==> src/rtl/envelope_breakpoint_generator_macros.svh <==
// Assertion macros for the envelope breakpoint generator, used by ebg_seq.
`ifndef ENVELOPE_BREAKPOINT_GENERATOR_MACROS_SVH
`define ENVELOPE_BREAKPOINT_GENERATOR_MACROS_SVH

// Same-cycle implication.
`define EBG_ASSERT_IMP(label, clk, rst, pre, post) \
   label: assert property (@(posedge clk) disable iff (rst) (pre) |-> (post)) \
      else $error("envelope breakpoint generator: assertion failed");

// Next-cycle implication.
`define EBG_ASSERT_NEXT(label, clk, rst, pre, post) \
   label: assert property (@(posedge clk) disable iff (rst) (pre) |=> (post)) \
      else $error("envelope breakpoint generator: assertion failed");

`endif

==> src/rtl/ebg_pkg.sv <==
`timescale 1ns / 1ps

package ebg_pkg;

   localparam int unsigned DUR_W   = 15;
   localparam int unsigned TIME_W  = 16;
   localparam int unsigned LEVEL_W = 16;
   localparam int unsigned STEP_W  = 5;
   localparam int unsigned PROD_W  = 17;
   localparam int unsigned QUOT_W  = 15;
   localparam int unsigned RECIP_W = 33;

   localparam logic [DUR_W-1:0]   DUR_MAX    = 15'd20000;
   localparam logic [LEVEL_W-1:0] LEVEL_ONE  = 16'd32768;
   localparam logic [LEVEL_W-1:0] LEVEL_ZERO = 16'd0;
   // ceil(2^18 / 5): exact floor(x / 5) for x below 2^18
   localparam logic [RECIP_W-1:0] RECIP_FIVE = 33'd52429;
   localparam int unsigned        RECIP_SHIFT = 18;

   localparam logic [1:0] CURVE_LINEAR = 2'd0;
   localparam logic [1:0] CURVE_CUBIC  = 2'd1;
   localparam logic [1:0] CURVE_FLIP   = 2'd2;
   localparam logic       HOLD_KEEP    = 1'b0;
   localparam logic       HOLD_DIP     = 1'b1;

   localparam logic [3:0][15:0] LVL_LINEAR = {16'd26214, 16'd19661, 16'd13107, 16'd6554};
   localparam logic [3:0][15:0] LVL_CUBIC  = {16'd16777, 16'd7078, 16'd2097, 16'd262};
   localparam logic [3:0][15:0] LVL_FLIP   = {16'd32506, 16'd30671, 16'd25690, 16'd15991};
   localparam logic [3:0][15:0] LVL_DIP    = {16'd4247, 16'd52, 16'd52, 16'd4247};

   localparam logic [STEP_W-1:0] STEP_START      = 5'd0;
   localparam logic [STEP_W-1:0] STEP_ATTACK_NIL = 5'd7;
   localparam logic [STEP_W-1:0] STEP_HOLD_TEST  = 5'd8;
   localparam logic [STEP_W-1:0] STEP_DECAY_TEST = 5'd14;
   localparam logic [STEP_W-1:0] STEP_END        = 5'd19;
   localparam logic [STEP_W-1:0] STEP_DONE       = 5'd20;

   typedef enum logic [1:0] {
      OP_TEST = 2'd0,
      OP_EMIT = 2'd1,
      OP_DONE = 2'd2
   } op_type;

   typedef enum logic [2:0] {
      T_ZERO  = 3'd0,
      T_A     = 3'd1,
      T_AH    = 3'd2,
      T_TOT   = 3'd3,
      T_INNER = 3'd4
   } tsel_type;

   typedef enum logic [2:0] {
      L_ZERO   = 3'd0,
      L_ONE    = 3'd1,
      L_RAMP_A = 3'd2,
      L_HOLD   = 3'd3,
      L_RAMP_D = 3'd4
   } lsel_type;

   typedef enum logic [1:0] {
      SEG_A = 2'd0,
      SEG_H = 2'd1,
      SEG_D = 2'd2
   } seg_type;

   typedef enum logic [2:0] {
      C_NEVER  = 3'd0,
      C_ALWAYS = 3'd1,
      C_TOT0   = 3'd2,
      C_A0     = 3'd3,
      C_H0     = 3'd4,
      C_D0     = 3'd5
   } cond_type;

   typedef enum logic [1:0] {
      LAST_NO   = 2'd0,
      LAST_YES  = 2'd1,
      LAST_COND = 2'd2
   } last_type;

   typedef struct packed {
      op_type            op;
      tsel_type          tsel;
      lsel_type          lsel;
      seg_type           seg;
      logic [2:0]        k;
      logic [1:0]        lidx;
      cond_type          cond;
      logic [STEP_W-1:0] target;
      last_type          last;
   } word_type;

   typedef struct packed {
      logic       capture;
      logic       mul_en;
      logic       div_en;
      logic       load_out;
      logic       last;
      tsel_type   tsel;
      lsel_type   lsel;
      seg_type    seg;
      logic [2:0] k;
      logic [1:0] lidx;
   } ctl_type;

   typedef struct packed {
      logic tot_zero;
      logic a_zero;
      logic h_zero;
      logic d_zero;
   } status_type;

   function automatic logic [DUR_W-1:0] sat_dur(input logic [DUR_W-1:0] v);
      return (v > DUR_MAX) ? DUR_MAX : v;
   endfunction

   function automatic logic [LEVEL_W-1:0] ramp_level(input logic [1:0] curve,
                                                     input logic [1:0] idx);
      logic [LEVEL_W-1:0] lvl;
      case (curve)
         CURVE_CUBIC: begin
            lvl = LVL_CUBIC[idx];
         end
         CURVE_FLIP: begin
            lvl = LVL_FLIP[idx];
         end
         default: begin
            lvl = LVL_LINEAR[idx];
         end
      endcase
      return lvl;
   endfunction

   function automatic logic [LEVEL_W-1:0] hold_level(input logic curve,
                                                     input logic [1:0] idx);
      return (curve == HOLD_DIP) ? LVL_DIP[idx] : LEVEL_ONE;
   endfunction

   function automatic word_type mk(input op_type op, input tsel_type tsel,
                                   input lsel_type lsel, input seg_type seg,
                                   input logic [2:0] k, input logic [1:0] lidx,
                                   input cond_type cond, input logic [STEP_W-1:0] target,
                                   input last_type last);
      word_type w;
      w.op     = op;
      w.tsel   = tsel;
      w.lsel   = lsel;
      w.seg    = seg;
      w.k      = k;
      w.lidx   = lidx;
      w.cond   = cond;
      w.target = target;
      w.last   = last;
      return w;
   endfunction

   function automatic word_type rom_word(input logic [STEP_W-1:0] step);
      word_type w;
      case (step)
         5'd0:  w = mk(OP_EMIT, T_ZERO, L_ZERO, SEG_A, 3'd0, 2'd0, C_TOT0,
                       STEP_DONE, LAST_COND);
         5'd1:  w = mk(OP_TEST, T_ZERO, L_ZERO, SEG_A, 3'd0, 2'd0, C_A0,
                       STEP_ATTACK_NIL, LAST_NO);
         5'd2:  w = mk(OP_EMIT, T_INNER, L_RAMP_A, SEG_A, 3'd1, 2'd0, C_NEVER,
                       STEP_START, LAST_NO);
         5'd3:  w = mk(OP_EMIT, T_INNER, L_RAMP_A, SEG_A, 3'd2, 2'd1, C_NEVER,
                       STEP_START, LAST_NO);
         5'd4:  w = mk(OP_EMIT, T_INNER, L_RAMP_A, SEG_A, 3'd3, 2'd2, C_NEVER,
                       STEP_START, LAST_NO);
         5'd5:  w = mk(OP_EMIT, T_INNER, L_RAMP_A, SEG_A, 3'd4, 2'd3, C_NEVER,
                       STEP_START, LAST_NO);
         5'd6:  w = mk(OP_EMIT, T_A, L_ONE, SEG_A, 3'd0, 2'd0, C_ALWAYS,
                       STEP_HOLD_TEST, LAST_NO);
         5'd7:  w = mk(OP_EMIT, T_ZERO, L_ONE, SEG_A, 3'd0, 2'd0, C_NEVER,
                       STEP_START, LAST_NO);
         5'd8:  w = mk(OP_TEST, T_ZERO, L_ZERO, SEG_H, 3'd0, 2'd0, C_H0,
                       STEP_DECAY_TEST, LAST_NO);
         5'd9:  w = mk(OP_EMIT, T_INNER, L_HOLD, SEG_H, 3'd1, 2'd0, C_NEVER,
                       STEP_START, LAST_NO);
         5'd10: w = mk(OP_EMIT, T_INNER, L_HOLD, SEG_H, 3'd2, 2'd1, C_NEVER,
                       STEP_START, LAST_NO);
         5'd11: w = mk(OP_EMIT, T_INNER, L_HOLD, SEG_H, 3'd3, 2'd2, C_NEVER,
                       STEP_START, LAST_NO);
         5'd12: w = mk(OP_EMIT, T_INNER, L_HOLD, SEG_H, 3'd4, 2'd3, C_NEVER,
                       STEP_START, LAST_NO);
         5'd13: w = mk(OP_EMIT, T_AH, L_ONE, SEG_H, 3'd0, 2'd0, C_NEVER,
                       STEP_START, LAST_NO);
         5'd14: w = mk(OP_TEST, T_ZERO, L_ZERO, SEG_D, 3'd0, 2'd0, C_D0,
                       STEP_END, LAST_NO);
         5'd15: w = mk(OP_EMIT, T_INNER, L_RAMP_D, SEG_D, 3'd1, 2'd3, C_NEVER,
                       STEP_START, LAST_NO);
         5'd16: w = mk(OP_EMIT, T_INNER, L_RAMP_D, SEG_D, 3'd2, 2'd2, C_NEVER,
                       STEP_START, LAST_NO);
         5'd17: w = mk(OP_EMIT, T_INNER, L_RAMP_D, SEG_D, 3'd3, 2'd1, C_NEVER,
                       STEP_START, LAST_NO);
         5'd18: w = mk(OP_EMIT, T_INNER, L_RAMP_D, SEG_D, 3'd4, 2'd0, C_NEVER,
                       STEP_START, LAST_NO);
         5'd19: w = mk(OP_EMIT, T_TOT, L_ZERO, SEG_D, 3'd0, 2'd0, C_NEVER,
                       STEP_START, LAST_YES);
         default: w = mk(OP_DONE, T_ZERO, L_ZERO, SEG_A, 3'd0, 2'd0, C_NEVER,
                         STEP_START, LAST_NO);
      endcase
      return w;
   endfunction

endpackage

==> src/rtl/ebg_dp.sv <==
`timescale 1ns / 1ps

module ebg_dp (
   input  logic                             clock,
   input  ebg_pkg::ctl_type                 ctl,
   input  logic [ebg_pkg::DUR_W-1:0]        attack_us,
   input  logic [1:0]                       attack_curve,
   input  logic [ebg_pkg::DUR_W-1:0]        hold_us,
   input  logic                             hold_curve,
   input  logic [ebg_pkg::DUR_W-1:0]        decay_us,
   input  logic [1:0]                       decay_curve,
   output ebg_pkg::status_type              status,
   output logic [ebg_pkg::TIME_W-1:0]       point_time,
   output logic [ebg_pkg::LEVEL_W-1:0]      point_level
);

   logic [ebg_pkg::DUR_W-1:0]   a_ff, h_ff, d_ff;
   logic [ebg_pkg::DUR_W-1:0]   a_in, h_in, d_in;
   logic [1:0]                  ac_ff, dc_ff;
   logic                        hc_ff;
   logic [ebg_pkg::TIME_W-1:0]  ah_ff, tot_ff, ah_in, tot_in;
   logic [ebg_pkg::PROD_W-1:0]  prod_ff, prod_in;
   logic [ebg_pkg::QUOT_W-1:0]  quot_ff, quot_in;
   logic [ebg_pkg::RECIP_W-1:0] recip_prod;
   logic [ebg_pkg::DUR_W-1:0]   dur;
   logic [ebg_pkg::TIME_W-1:0]  base;

   assign a_in   = ebg_pkg::sat_dur(attack_us);
   assign h_in   = ebg_pkg::sat_dur(hold_us);
   assign d_in   = ebg_pkg::sat_dur(decay_us);
   assign ah_in  = {1'b0, a_in} + {1'b0, h_in};
   assign tot_in = ah_in + {1'b0, d_in};

   always_comb begin
      case (ctl.seg)
         ebg_pkg::SEG_H: begin
            dur  = h_ff;
            base = {1'b0, a_ff};
         end
         ebg_pkg::SEG_D: begin
            dur  = d_ff;
            base = ah_ff;
         end
         default: begin
            dur  = a_ff;
            base = '0;
         end
      endcase
   end

   assign prod_in    = ebg_pkg::PROD_W'(ctl.k) * ebg_pkg::PROD_W'(dur);
   assign recip_prod = ebg_pkg::RECIP_W'(prod_ff) * ebg_pkg::RECIP_FIVE;
   assign quot_in    = recip_prod[ebg_pkg::RECIP_SHIFT +: ebg_pkg::QUOT_W];

   always_ff @(posedge clock) begin
      if (ctl.capture) begin
         a_ff   <= a_in;
         h_ff   <= h_in;
         d_ff   <= d_in;
         ac_ff  <= attack_curve;
         hc_ff  <= hold_curve;
         dc_ff  <= decay_curve;
         ah_ff  <= ah_in;
         tot_ff <= tot_in;
      end
      if (ctl.mul_en) begin
         prod_ff <= prod_in;
      end
      if (ctl.div_en) begin
         quot_ff <= quot_in;
      end
   end

   always_comb begin
      case (ctl.tsel)
         ebg_pkg::T_A:     point_time = {1'b0, a_ff};
         ebg_pkg::T_AH:    point_time = ah_ff;
         ebg_pkg::T_TOT:   point_time = tot_ff;
         ebg_pkg::T_INNER: point_time = base + ebg_pkg::TIME_W'(quot_ff);
         default:          point_time = '0;
      endcase
   end

   always_comb begin
      case (ctl.lsel)
         ebg_pkg::L_ONE:    point_level = ebg_pkg::LEVEL_ONE;
         ebg_pkg::L_RAMP_A: point_level = ebg_pkg::ramp_level(ac_ff, ctl.lidx);
         ebg_pkg::L_HOLD:   point_level = ebg_pkg::hold_level(hc_ff, ctl.lidx);
         ebg_pkg::L_RAMP_D: point_level = ebg_pkg::ramp_level(dc_ff, ctl.lidx);
         default:           point_level = ebg_pkg::LEVEL_ZERO;
      endcase
   end

   assign status.tot_zero = (tot_ff == '0);
   assign status.a_zero   = (a_ff == '0);
   assign status.h_zero   = (h_ff == '0);
   assign status.d_zero   = (d_ff == '0);

endmodule

==> src/rtl/ebg_seq.sv <==
`timescale 1ns / 1ps
`include "envelope_breakpoint_generator_macros.svh"

module ebg_seq (
   input  logic                clock,
   input  logic                reset,
   input  logic                req_valid,
   output logic                req_ready,
   input  logic                out_free,
   input  ebg_pkg::status_type status,
   output ebg_pkg::ctl_type    ctl
);

   typedef enum logic [3:0] {
      S_IDLE = 4'b0001,
      S_RUN  = 4'b0010,
      S_DIV  = 4'b0100,
      S_EMIT = 4'b1000
   } state_type;

   state_type                     state_ff, state_in;
   logic [ebg_pkg::STEP_W-1:0]    step_ff, step_in, next_step;
   ebg_pkg::word_type             word;
   logic                          cond_true;

   always_comb begin
      word = ebg_pkg::rom_word(step_ff);
      case (word.cond)
         ebg_pkg::C_ALWAYS: cond_true = 1'b1;
         ebg_pkg::C_TOT0:   cond_true = status.tot_zero;
         ebg_pkg::C_A0:     cond_true = status.a_zero;
         ebg_pkg::C_H0:     cond_true = status.h_zero;
         ebg_pkg::C_D0:     cond_true = status.d_zero;
         default:           cond_true = 1'b0;
      endcase
      next_step = cond_true ? word.target : ebg_pkg::STEP_W'(step_ff + 5'd1);
   end

   always_comb begin
      state_in     = state_ff;
      step_in      = step_ff;
      ctl          = '0;
      ctl.tsel     = word.tsel;
      ctl.lsel     = word.lsel;
      ctl.seg      = word.seg;
      ctl.k        = word.k;
      ctl.lidx     = word.lidx;
      ctl.last     = (word.last == ebg_pkg::LAST_YES) ||
                     ((word.last == ebg_pkg::LAST_COND) && cond_true);
      case (state_ff)
         S_IDLE: begin
            ctl.capture = req_valid;
            if (req_valid) begin
               state_in = S_RUN;
               step_in  = ebg_pkg::STEP_START;
            end
         end
         S_RUN: begin
            case (word.op)
               ebg_pkg::OP_TEST: begin
                  step_in = next_step;
               end
               ebg_pkg::OP_EMIT: begin
                  if (word.tsel == ebg_pkg::T_INNER) begin
                     ctl.mul_en = 1'b1;
                     state_in   = S_DIV;
                  end else begin
                     state_in = S_EMIT;
                  end
               end
               default: begin
                  state_in = S_IDLE;
               end
            endcase
         end
         S_DIV: begin
            ctl.div_en = 1'b1;
            state_in   = S_EMIT;
         end
         S_EMIT: begin
            if (out_free) begin
               ctl.load_out = 1'b1;
               step_in      = next_step;
               state_in     = S_RUN;
            end
         end
         default: begin
            state_in = S_IDLE;
         end
      endcase
   end

   always_ff @(posedge clock) begin
      if (reset) begin
         state_ff <= S_IDLE;
         step_ff  <= ebg_pkg::STEP_START;
      end else begin
         state_ff <= state_in;
         step_ff  <= step_in;
      end
   end

   assign req_ready = (state_ff == S_IDLE);

   `EBG_ASSERT_IMP(a_step_range, clock, reset, state_ff != S_IDLE, step_ff <= ebg_pkg::STEP_DONE)
   `EBG_ASSERT_IMP(a_load_free, clock, reset, ctl.load_out, out_free)
   `EBG_ASSERT_NEXT(a_start, clock, reset, req_valid && req_ready, state_ff == S_RUN && step_ff == ebg_pkg::STEP_START)
   `EBG_ASSERT_NEXT(a_last_done, clock, reset, ctl.load_out && ctl.last, step_ff == ebg_pkg::STEP_DONE)

endmodule

==> src/rtl/envelope_breakpoint_generator.sv <==
`timescale 1ns / 1ps

// Attack-hold-decay envelope breakpoint generator. One request carries three
// durations in microseconds (each saturated to 20000) with a curve shape per
// segment, and yields 1 to 16 (time, level) breakpoints, level in Q1.15, with
// rsp_last_point set on the final one. A microcode program of 21 steps walks
// the segments; a test step only picks the next step, a segment end point is
// loaded from the emit state, and an inner point is first computed (multiply
// by k, then multiply by the reciprocal of five). Loading a breakpoint stalls
// while the response register holds one that is not yet taken. After the last
// breakpoint is loaded the sequencer runs its done step and returns to idle,
// where a new request can be accepted; that breakpoint may still wait in the
// response register.
module envelope_breakpoint_generator (
   input  logic        clock,
   input  logic        reset,
   input  logic        req_valid,
   output logic        req_ready,
   input  logic [14:0] req_attack_us,
   input  logic [1:0]  req_attack_curve,
   input  logic [14:0] req_hold_us,
   input  logic        req_hold_curve,
   input  logic [14:0] req_decay_us,
   input  logic [1:0]  req_decay_curve,
   output logic        rsp_valid,
   input  logic        rsp_ready,
   output logic [15:0] rsp_point_time_us,
   output logic [15:0] rsp_point_level,
   output logic        rsp_last_point
);

   ebg_pkg::ctl_type    ctl;
   ebg_pkg::status_type status;
   logic [15:0]         point_time, point_level;
   logic                out_free;
   logic                rsp_valid_ff, rsp_valid_in;
   logic [15:0]         time_ff, level_ff;
   logic                last_ff;

   assign out_free = !rsp_valid_ff || rsp_ready;

   ebg_seq u_seq (
      .clock     (clock),
      .reset     (reset),
      .req_valid (req_valid),
      .req_ready (req_ready),
      .out_free  (out_free),
      .status    (status),
      .ctl       (ctl)
   );

   ebg_dp u_dp (
      .clock        (clock),
      .ctl          (ctl),
      .attack_us    (req_attack_us),
      .attack_curve (req_attack_curve),
      .hold_us      (req_hold_us),
      .hold_curve   (req_hold_curve),
      .decay_us     (req_decay_us),
      .decay_curve  (req_decay_curve),
      .status       (status),
      .point_time   (point_time),
      .point_level  (point_level)
   );

   assign rsp_valid_in = ctl.load_out || (rsp_valid_ff && !rsp_ready);

   always_ff @(posedge clock) begin
      if (reset) begin
         rsp_valid_ff <= 1'b0;
      end else begin
         rsp_valid_ff <= rsp_valid_in;
      end
   end

   always_ff @(posedge clock) begin
      if (ctl.load_out) begin
         time_ff  <= point_time;
         level_ff <= point_level;
         last_ff  <= ctl.last;
      end
   end

   assign rsp_valid         = rsp_valid_ff;
   assign rsp_point_time_us = time_ff;
   assign rsp_point_level   = level_ff;
   assign rsp_last_point    = last_ff;

endmodule
==> config.mk <==
export PLATFORM = sky130hd
export DESIGN_NAME = envelope_breakpoint_generator
export DESIGN_NICKNAME = d
export VERILOG_FILES = /design/src/rtl/ebg_pkg.sv /design/src/rtl/ebg_dp.sv /design/src/rtl/ebg_seq.sv /design/src/rtl/envelope_breakpoint_generator.sv
export VERILOG_INCLUDE_DIRS = /design/src /design/src/rtl
export SDC_FILE = /design/constraint.sdc
export NUM_CORES = 1
export LEC_CHECK = 0
export BUFFER_PORTS_ARGS = -buffer_cell sky130_fd_sc_hd__buf_2
export CAP_MARGIN = 10
export CORE_MARGIN = 1
export CORE_UTILIZATION = 55
export DETAILED_ROUTE_END_ITERATION = 10
export PLACE_DENSITY = 0.75
export SLEW_MARGIN = 10
export SYNTH_ARGS = -nofsm -noshare
export SYNTH_HDL_FRONTEND = slang
export SYNTH_SLANG_ARGS = --single-unit
export TNS_END_PERCENT = 5
==> constraint.sdc <==
create_clock -name clock -period 8 [get_ports clock]
set_input_delay 1.2 -clock clock [delete_from_list [all_inputs] [get_ports clock]]
set_output_delay 1.2 -clock clock [all_outputs]
set_load 0.005 [all_outputs]
==> impl_metrics.yaml <==
clock_tree:
  insertion_delay_ns: 0.44
  htree_num_levels: 4
  cts.sinks: 181
  cts-resized-gates: 0
  postCtsSetupRepairBufs: 0
  clock-root-buffer: "clkbuf_16"
  hold_buffers: 0
  cts_buffer_depth: 2
  cts_made_buffers: 17
  cts_tree: "done"
  path_clk_slew_ns: 0.07
finish:
  final_common_cell: "inv_1"
  area_growth_pct: 8.71
  seq_area_um2: 5080
  nets: 2021
  layout_common_cells: "inv_1 (223), ha_1 (219), edfxtp_1 (146)"
  layout-drive-gt1-share: 0.0984
  nFillCells: 2359
  multi_input_area_um2: 9870
  diodes: 0
timing:
  whs_ns: 0.541
  max_freq_mhz: 156
  rsz0062_at_grt: "no"
  skew_ns: 0.0147
  min_period_over_period: 0.799
  hold_viol: 0
  fin_crit_ns: 6.39
  setup_viol: 0
  worst_slew_margin_rel: 0.273
  fin_tns_setup_ns: 0
  worst-slew-pin-transition_ns: 1.09
  slew_violations: 0
critical_path:
  critical_path.max_fanout: 5
  crit_family: "adder cells"
  cp_common_cell: "fa_1"
  crit_path_start_kind: "flip-flop"
  endpoint_kind: "flip-flop"
  cp_cell_sequence: "ha_1, inv_1, fa_1, inv_1, fa_1, fa_1, inv_1, fa_1, fa_1, inv_1, ha_1, o21ai_0, o21ai_0, a32oi_1, a31oi_1, a31oi_1, a211oi_1, o21ai_0, a211o_1, xnor2_1"
  arrival_ns: 6.59
  path_class: "flip-flop to flip-flop"
  critPathMaxStageDelay_ns: 0.57
  crit_slowest_cell: "fa_1"
  crit_buf_inv: 4
  cp_data_required_time_ns: 8.19
synthesis:
  syn_area_um2: 16000
  synth_compound_area_frac: 0.138
  synthTopCellsByArea: "edfxtp_1 (27%), ha_1 (17%), fa_1 (13%)"
  synth_cell_types: 89
  avgSynthCellArea_um2: 10.2
  yosys_warnings: 0
  synthXorXnorAreaFrac: 0.0350
  synth_top_area_frac: 0.274
  synthMuxAreaShare: 0.0139
  synth_ff_type: "edfxtp_1"
  postSynth.asyncResetShare: 0
  ys_ff_latch: 181
  synthAdderAreaFrac: 0.301
  synth_top_family_by_area: "adder cells"
  yosysTopAreaCell: "edfxtp_1"
  synth_nets: 1952
  synthSimpleGateAreaFrac: 0.128
  seq_area_frac_synth: 0.318
  synth_edf_count: 146
  syn_inst: 1575
detailed_routing:
  via_count: 11900
  drcViolationCount: 0
  routed_wl_um: 37800
  postRouteAntennaNets: 0
  routedWlPerCell_um: 18.5
  drt_pass1_iterations: 7
  viasPerCell: 5.83
  drtIter0Drc: 825
placed_design:
  dpl.hpwl_um: 30300
  port_buffers: 88
  place.gp.congestion: 0.930
die:
  die_w_um: 173
  initial_core_util: 0.558
  core_um2: 28700
  die-height_um: 173
  rows: 62
  die-area_um2: 29800
  io_pins: 89
power_and_ir_drop:
  powerDensity_nw_per_um2: 148
  irDropWorstVdd_uv: 142
  p_leak_nw: 7.63
outcome:
  outcome: "finished, final reports clean"
run:
  maxCapViolations: 0
global_routing:
  grt_pass1_vias: 12000
  grt_max_degree: 83
  grt_pass1_wl_um: 61400
  grt_usage: 0.261
  grt_overflow: 0
  antenna_found_initial: 0
worst_hold_path:
  hp-class: "flip-flop to flip-flop"
worst min-delay path: stages, from the launching register on:
cell and delay, ns:
dfxtp_1 0.31, o2111ai_1 0.09, a221oi_1 0.08
metrics by stage:
step / instance area (um2) / util / power, mW / setup WS, ns / instances
after floorplan: 16000 / - / 1.55 / 2.17 / 1575
after global placement: 16800 / 0.585 / 1.67 / 1.65 / 2009
after detailed placement: 16800 / 0.585 / 1.69 / 1.55 / 2009
after CTS: 17400 / 0.607 / 2.58 / 1.63 / 2041
after global routing: 17400 / 0.607 / 2.68 / 1.30 / 2041
final: 17400 / 0.607 / 2.58 / 1.61 / 2041
cell families after synthesis:
group	after synthesis
fa+ha+maj	323
mux	21
simple gates	391
compound gates	324
buf+inv	271
xor+xnor	64
flops	181
cell usage after synthesis (7+ instances only):
library cell,count
inv_1,223
ha_1,219
edfxtp_1,146
fa_1,104
nand2_1,101
nor2_1,72
o21ai_0,71
a21oi_1,57
a22oi_1,45
xnor2_1,40
and2_1,35
dfxtp_1,35
clkbuf_1,33
nor2b_1,28
nor3_1,27
xor2_1,24
nand2b_1,23
nor4_1,22
nand3_1,21
a21o_1,20
o22ai_1,19
a211oi_1,13
o21bai_1,12
a221oi_1,11
mux2i_1,11
or3_1,11
mux2_2,10
nand4_1,9
o211ai_1,8
nor4b_1,7
sequential cells by signal, indices dropped and copies added, names as in the netlist, 4 cells and up:
register,count
u_dp.quot_ff,15
u_dp.prod_ff,17
u_dp.tot_ff,16
u_dp.ah_ff,16
u_dp.a_ff,15
u_dp.h_ff,15
rsp_point_level,15
u_seq.step_ff,5
rsp_point_time_us,16
u_seq.word,25
u_seq.state_ff,4
u_dp.d_ff,15
final cells by class:
type	count	area share
Multi-Input combinational cell	1123	0.567
Sequential cell	181	0.292
Inverter	225	0.0489
Timing Repair Buffer	96	0.0287
Tap cell	384	0.0276
Clock buffer	18	0.0246
Clock inverter	14	0.0110
power by group:
group          leakage, nW  switching, mW  internal, mW  total, mW
clock network        0.300          0.396         0.503      0.899
registers             1.60         0.0746          1.16       1.23
logic                 5.73          0.281         0.171      0.452
total                 7.63          0.752          1.83       2.58
final timing paths:
check,start,to,slack (ns),cells past startpoint
worst min-delay path,u_seq.word[2]$_SDFF_PP0_,u_seq.step_ff[0]$_SDFFE_PP0P_,0.54,2
worst min register to register,u_seq.word[2]$_SDFF_PP0_,u_seq.step_ff[0]$_SDFFE_PP0P_,0.54,2
worst max register to register,u_dp.prod_ff[3]$_DFFE_PP_,u_dp.quot_ff[12]$_DFFE_PP_,1.61,20
worst max-delay path,u_dp.prod_ff[3]$_DFFE_PP_,u_dp.quot_ff[12]$_DFFE_PP_,1.61,20
routing by layer:
metal  global-route usage  routed length, um  vias to the layer above
met4               0.0911               1110                        0
met2                0.442              18200                      399
met3               0.0321               1860                       67
met5                    0                  0                        -
li1                     -                  -                     5722
met1                0.345              16700                     5713
(Power assumes the default switching activity.)
